$ cat config.mk
export PLATFORM = sky130hd
export DESIGN_NAME = sorted_table_insert_delete
export DESIGN_NICKNAME = d
export VERILOG_FILES = /design/src/design/sti_pkg.sv /design/src/design/sti_cell.sv /design/src/design/sorted_table_insert_delete.sv
export SDC_FILE = /design/constraint.sdc
export NUM_CORES = 2
export LEC_CHECK = 0
export BUFFER_PORTS_ARGS = -buffer_cell sky130_fd_sc_hd__buf_2
export CORE_UTILIZATION = 66
export DETAILED_ROUTE_END_ITERATION = 7
export PLACE_DENSITY_LB_ADDON = 0.3
export SETUP_SLACK_MARGIN = 0.1
export SYNTH_ARGS = -nofsm -noshare
export SYNTH_HDL_FRONTEND = slang
export SYNTH_HIERARCHICAL = 1
export SYNTH_SLANG_ARGS = --single-unit
$ cat constraint.sdc
create_clock -name clk -period 5.42 [get_ports clk]
set_input_delay 0.813 -clock clk [delete_from_list [all_inputs] [get_ports clk]]
set_output_delay 0.813 -clock clk [all_outputs]
set_load 0.005 [all_outputs]
$ cat src/design/sti_pkg.sv
`default_nettype none
package sti_pkg;

	localparam int DEFAULT_TABLE_DEPTH = 16;

	localparam logic ACT_INSERT = 1'b0;
	localparam logic ACT_DELETE = 1'b1;

	localparam logic [1:0] ST_DONE      = 2'd0;
	localparam logic [1:0] ST_FULL      = 2'd1;
	localparam logic [1:0] ST_NOT_FOUND = 2'd2;

	// operation broadcast to every cell
	typedef struct packed {
		logic               ins_en;
		logic               del_en;
		logic signed [31:0] value;
	} sti_cmd_t;

	// what a cell shows its neighbors
	typedef struct packed {
		logic               occ;
		logic               gt;
		logic signed [31:0] value;
	} sti_link_t;

	// next state of a cell, used for the head of the table
	typedef struct packed {
		logic               occ;
		logic signed [31:0] value;
	} sti_next_t;

endpackage
`default_nettype wire

$ cat src/design/sti_cell.sv
`default_nettype none
module sti_cell (
	input  wire logic              clk,
	input  wire logic              arst_n,
	input  wire sti_pkg::sti_cmd_t  cmd,
	input  wire sti_pkg::sti_link_t left_link,
	input  wire sti_pkg::sti_link_t right_link,
	output sti_pkg::sti_link_t      link,
	output sti_pkg::sti_next_t      nxt,
	output logic                   eq
);
	import sti_pkg::*;

	logic               occ_q;
	logic signed [31:0] value_q;
	logic               gt;
	logic               ge;

	// empty cells count as larger than anything
	assign gt = !occ_q || (value_q > cmd.value);
	assign ge = occ_q && !(cmd.value > value_q);
	assign eq = occ_q && (value_q == cmd.value);

	assign link.occ   = occ_q;
	assign link.gt    = gt;
	assign link.value = value_q;

	always_comb begin
		nxt.occ   = occ_q;
		nxt.value = value_q;
		if (cmd.ins_en && gt) begin
			// shift right from the insert point on
			nxt.occ   = left_link.gt ? left_link.occ : 1'b1;
			nxt.value = left_link.gt ? left_link.value : cmd.value;
		end else if (cmd.del_en && ge) begin
			// first equal entry and everything above moves down
			nxt.occ   = right_link.occ;
			nxt.value = right_link.value;
		end
	end

	always_ff @(posedge clk or negedge arst_n) begin
		if (!arst_n) begin
			occ_q <= 1'b0;
		end else begin
			occ_q <= nxt.occ;
		end
	end

	always_ff @(posedge clk) begin
		value_q <= nxt.value;
	end

endmodule
`default_nettype wire

$ cat src/design/sorted_table_insert_delete.sv
// Sorted table of signed 32-bit values held in a row of TABLE_DEPTH cells, cell 0 holding the
// smallest entry. Each request (action 0 insert after equal entries, action 1 delete the first
// equal entry) goes to all cells at once: each compares its entry with the request value and
// takes its own, its left or its right neighbor's entry. A new request can be accepted every
// cycle unless stalled; its result (status, entry count, smallest entry or 0 when empty)
// appears in the cycle after acceptance in an output register and holds while out_stall is high.
// in_stall is raised only while a result waits in that register and is stalled. entry_count
// shows the low 5 bits of the count. The table is empty after reset; no clearing pass.
`default_nettype none
module sorted_table_insert_delete #(
	parameter int TABLE_DEPTH = sti_pkg::DEFAULT_TABLE_DEPTH
) (
	input  wire logic               clk,
	input  wire logic               arst_n,
	input  wire logic               in_valid,
	output logic                    in_stall,
	input  wire logic               action,
	input  wire logic signed [31:0] value,
	output logic                    out_valid,
	input  wire logic               out_stall,
	output logic [1:0]              status,
	output logic [4:0]              entry_count,
	output logic signed [31:0]      smallest_value
);
	import sti_pkg::*;

	localparam int CW = $clog2(TABLE_DEPTH + 1);

	localparam sti_link_t HEAD_LINK = '{occ: 1'b1, gt: 1'b0, value: 32'sd0};
	localparam sti_link_t TAIL_LINK = '{occ: 1'b0, gt: 1'b1, value: 32'sd0};

	sti_cmd_t              cmd;
	sti_link_t             links [TABLE_DEPTH];
	sti_next_t             nxts  [TABLE_DEPTH];
	logic [TABLE_DEPTH-1:0] eq_vec;
	logic [TABLE_DEPTH-1:0] occ_vec;

	logic          accept;
	logic          full;
	logic          found;
	logic [CW-1:0] count_q;
	logic [CW-1:0] count_d;
	logic [1:0]    status_d;
	logic [31:0]   count_wide;

	logic               out_valid_q;
	logic [1:0]         status_q;
	logic [4:0]         entry_count_q;
	logic signed [31:0] smallest_q;

	assign accept = in_valid && !in_stall;
	assign in_stall = out_valid_q && out_stall;

	assign full  = occ_vec[TABLE_DEPTH-1];
	assign found = |eq_vec;

	assign cmd.ins_en = accept && (action == ACT_INSERT) && !full;
	assign cmd.del_en = accept && (action == ACT_DELETE) && found;
	assign cmd.value  = value;

	for (genvar i = 0; i < TABLE_DEPTH; i++) begin : g_cell
		sti_link_t left_l;
		sti_link_t right_l;
		if (i == 0) begin : g_head
			assign left_l = HEAD_LINK;
		end else begin : g_body
			assign left_l = links[i-1];
		end
		if (i == TABLE_DEPTH - 1) begin : g_tail
			assign right_l = TAIL_LINK;
		end else begin : g_mid
			assign right_l = links[i+1];
		end
		sti_cell u_cell (
			.clk        (clk),
			.arst_n     (arst_n),
			.cmd        (cmd),
			.left_link  (left_l),
			.right_link (right_l),
			.link       (links[i]),
			.nxt        (nxts[i]),
			.eq         (eq_vec[i])
		);
		assign occ_vec[i] = links[i].occ;
	end

	always_comb begin
		count_d  = count_q;
		status_d = ST_DONE;
		if (action == ACT_INSERT) begin
			if (full) begin
				status_d = ST_FULL;
			end else begin
				count_d = count_q + CW'(1);
			end
		end else begin
			if (!found) begin
				status_d = ST_NOT_FOUND;
			end else begin
				count_d = count_q - CW'(1);
			end
		end
	end

	assign count_wide = 32'(count_d);

	always_ff @(posedge clk or negedge arst_n) begin
		if (!arst_n) begin
			count_q     <= '0;
			out_valid_q <= 1'b0;
		end else begin
			if (accept) begin
				count_q     <= count_d;
				out_valid_q <= 1'b1;
			end else if (!out_stall) begin
				out_valid_q <= 1'b0;
			end
		end
	end

	always_ff @(posedge clk) begin
		if (accept) begin
			status_q      <= status_d;
			entry_count_q <= count_wide[4:0];
			smallest_q    <= nxts[0].occ ? nxts[0].value : 32'sd0;
		end
	end

	assign out_valid      = out_valid_q;
	assign status         = status_q;
	assign entry_count    = entry_count_q;
	assign smallest_value = smallest_q;

	a_count_matches_cells: assert property (@(posedge clk) disable iff (!arst_n)
		32'(count_q) == 32'($countones(occ_vec)))
		else $error("count does not match occupied cells");

	a_head_occupied: assert property (@(posedge clk) disable iff (!arst_n)
		occ_vec[0] == (count_q != '0))
		else $error("head cell occupancy disagrees with count");

	a_insert_grows: assert property (@(posedge clk) disable iff (!arst_n)
		cmd.ins_en |=> count_q == $past(count_q) + CW'(1))
		else $error("insert did not grow the table");

	a_delete_shrinks: assert property (@(posedge clk) disable iff (!arst_n)
		cmd.del_en |=> count_q == $past(count_q) - CW'(1))
		else $error("delete did not shrink the table");

	a_result_follows: assert property (@(posedge clk) disable iff (!arst_n)
		accept |=> out_valid)
		else $error("accepted request produced no result");

endmodule
`default_nettype wire

==> key figures <==
Power
  – Share of power burned in the clock network: 16.4%
  – Relative contribution of sequential cells to total power: a little over a quarter
  – Portion of total power attributed to combinational logic: a little under three fifths
  – Leakage power of the design: roughly 23 nW
  – Internal power: roughly 17 mW
  – Power per standard cell area: 595 nW/um^2
  – Max rail drop VDD: roughly 0.47 mV
  – Switching power of the nets: ~16 mW
  – Total chip power: 33.2 mW
  – Switching part of the total power: between 40 and 50%

Clock tree
  – Cell chosen for the clock root: clkbuf_16
  – CTS tree: built
  – Maximum count of clock buffers along a single path: 3
  – H-tree levels: 3
  – TritonCTS buffer count: ~70
  – Buffer count from post-CTS setup fixing: 0
  – Clock-pin transition on the worst setup and hold timing paths: roughly 0.06 ns
  – Worst-skew pair later-pin latency: 0.66 ns
  – CTS resizes: 0
  – Cts hold-fix bufs: 0
  – Number of clock sinks: approximately 570

Die
  – Top Ports: 78
  – Core area: 77500 um^2
  – Total die area: between 70000 and 80000 um^2
  – Chip height: approximately 280 um
  – Cell row count: ~100
  – Die X: roughly 280 um
  – Initial core utilization: between 60 and 70%

Global routing
  – First-pass GRT wire length: between 200000 and 300000 um
  – Maximum number of pins on one net before global-route repair: 44
  – Initial antenna violation count: 4
  – Residual overflow from global routing: 0
  – Vias in the first global route: 49718
  – Total GRT Usage: 44.1%

Setup path
  – Capture instance of the worst register-to-register path: g_cell[1].u_cell/value_q[25]
  – Sort of element at the end of the critical path: flip-flop
  – Data arrival time at the worst-slack endpoint: roughly 5.5 ns
  – Element type at the critical path start: input port
  – Data required time of the worst path: just under 6 ns
  – Type of the worst setup path: input port to flip-flop
  – Maximum fanout count along the critical path: 33
  – Slack of the worst reg-to-reg path: 0.97 ns
  – Cell count of the worst reg-to-reg path: 15
  – Startpoint of the lowest-slack register-to-register path: g_cell[6].u_cell/value_q[29]

Place
  – Number of buffer cells added on primary ports: between 70 and 80
  – Post-placement cell count: roughly 6700
  – Cell area after placement: roughly 53000 um^2
  – Final estimated routing congestion in global placement: roughly 0.99
  – Worst Setup Slack post-DPL: -0.00770 ns
  – Placed wire-length estimate: 127000 um

Worst hold path
  – Origin of the worst min-delay path: in_valid
  – Worst hold path class: input port to flip-flop
  – WHS Path Cells: 2
  – Destination of the worst hold path: out_valid

Detailed routing
  – Top layer used by detailed routing: met5
  – Final antenna-violating net count: 0
  – Via density per instance: 7.58
  – DRC violations left: 0
  – Wire length per cell: 26.2 um
  – Met3 wire length: between 15000 and 20000 um
  – Number of DRC markers in iteration 0: 6271
  – First-pass iteration count of the detailed router: 8
  – Via count: 52151
  – Final WL: ~180000 um
  – Post-route met1 wirelength: approximately 69000 um
  – Total length of routed met2 wires: about 79000 um

Timing
  – Final count of pins violating max slew: 0
  – WHS: ~0.36 ns
  – Final period util: just over 90%
  – RSZ-0062 raised after global routing: false
  – Setup violators final: 0
  – Transition at the pin with the smallest max-transition slack: 1.35 ns
  – Post-route worst setup slack: 0.384 ns
  – Worst clock skew: approximately 0.045 ns
  – Total negative setup slack: 0 ns
  – Min Clock Period, post-route: ~5.0 ns
  – Max-Slew Margin vs Limit: between 10% and 20%
  – Number of failing hold endpoints at the final stage: 0
  – Maximum clock frequency: 199 MHz

Synth
  – Synthesized area: about 52000 um^2
  – Cells after Synth: 5943
  – Average instance area after synthesis: a little under 9 um^2
  – Total of warnings raised by yosys: 6

Cells and area
  – Layout area overhead: 7.77%
  – Final Net Count: between 6000 and 7000
  – Leading cell types in the layout, fill and taps excluded: 550 x inv_1, 514 x ha_1, 512 x dfxtp_1
  – Commonest non-fill, non-tap cell in the layout: inv_1
  – Final core utilization: between 70% and 80%
  – Proportion of layout cells with a drive suffix above 1: about a fifth
  – Final-layout fill cell count: approximately 5900
  – Final std cells w/o fill: between 6000 and 7000
  – Design area: roughly 56000 um^2

Status
  – Run status: finished clean

Run
  – Max-cap violation count: 0
cell type report:
type	instances	area, um^2	share of cell area, %
Inverter	551	2070	3.71
Antenna cell	4	10.0	0.0180
Clock inverter	35	636	1.14
Sequential cell	573	12000	21.5
Tap cell	1040	1300	2.34
Timing Repair Buffer	364	2870	5.14
Multi-Input combinational cell	4220	34800	62.6
Clock buffer	97	2010	3.60
power groups by stage:
stage	combinational, mW	sequential, mW	clock, mW
final	18.7	9.01	5.43
after global routing	20.2	9.16	5.62
after CTS	18.1	8.85	5.43
after detailed placement	17.9	8.91	0
after global placement	17.2	8.92	0
after floorplan	14.6	7.61	0
sequential cells by signal, summed over array words and instances, names as in the netlist:
| register | cells |
|---|---|
| g_cell.u_cell/value_q | 512 |
| smallest_value | 32 |
| g_cell.u_cell/occ_q | 16 |
| count_q | 5 |
| entry_count | 5 |
| status | 2 |
| out_valid | 1 |
worst max-delay path by stage:
stage,endpoint,cells past startpoint,startpoint
2_1_floorplan,smallest_value[0],16,value[31]
3_3_place_gp,g_cell[1].u_cell/value_q[2],18,value[23]
3_5_place_dp,g_cell[1].u_cell/value_q[1],18,value[23]
4_1_cts,g_cell[1].u_cell/value_q[1],18,value[23]
5_1_grt,g_cell[9].u_cell/value_q[27],19,value[21]
6_report,g_cell[1].u_cell/value_q[25],18,value[21]
per-layer routing:
metal | global-route usage (%) | vias up
met5 | 0.549 | -
met4 | 30.3 | 8
met3 | 11.4 | 936
met2 | 67.9 | 3313
met1 | 53.8 | 24695
li1 | - | 23199
critical path, cell delays in order:
cell and delay (ns):
buf_2 0.66, buf_4 0.41, buf_4 0.20, ha_1 0.16
nand4_1 0.14, nor4_1 0.70, nand3_1 0.24, nor2_1 0.15
buf_4 0.16, nor4_4 0.06, and4_1 0.22, nor3_4 0.24
buf_12 0.24, buf_4 0.33, o21ai_2 0.12, buf_12 0.19
o31ai_1 0.27, a31oi_1 0.14
Power figures use the tool's default switching activity.
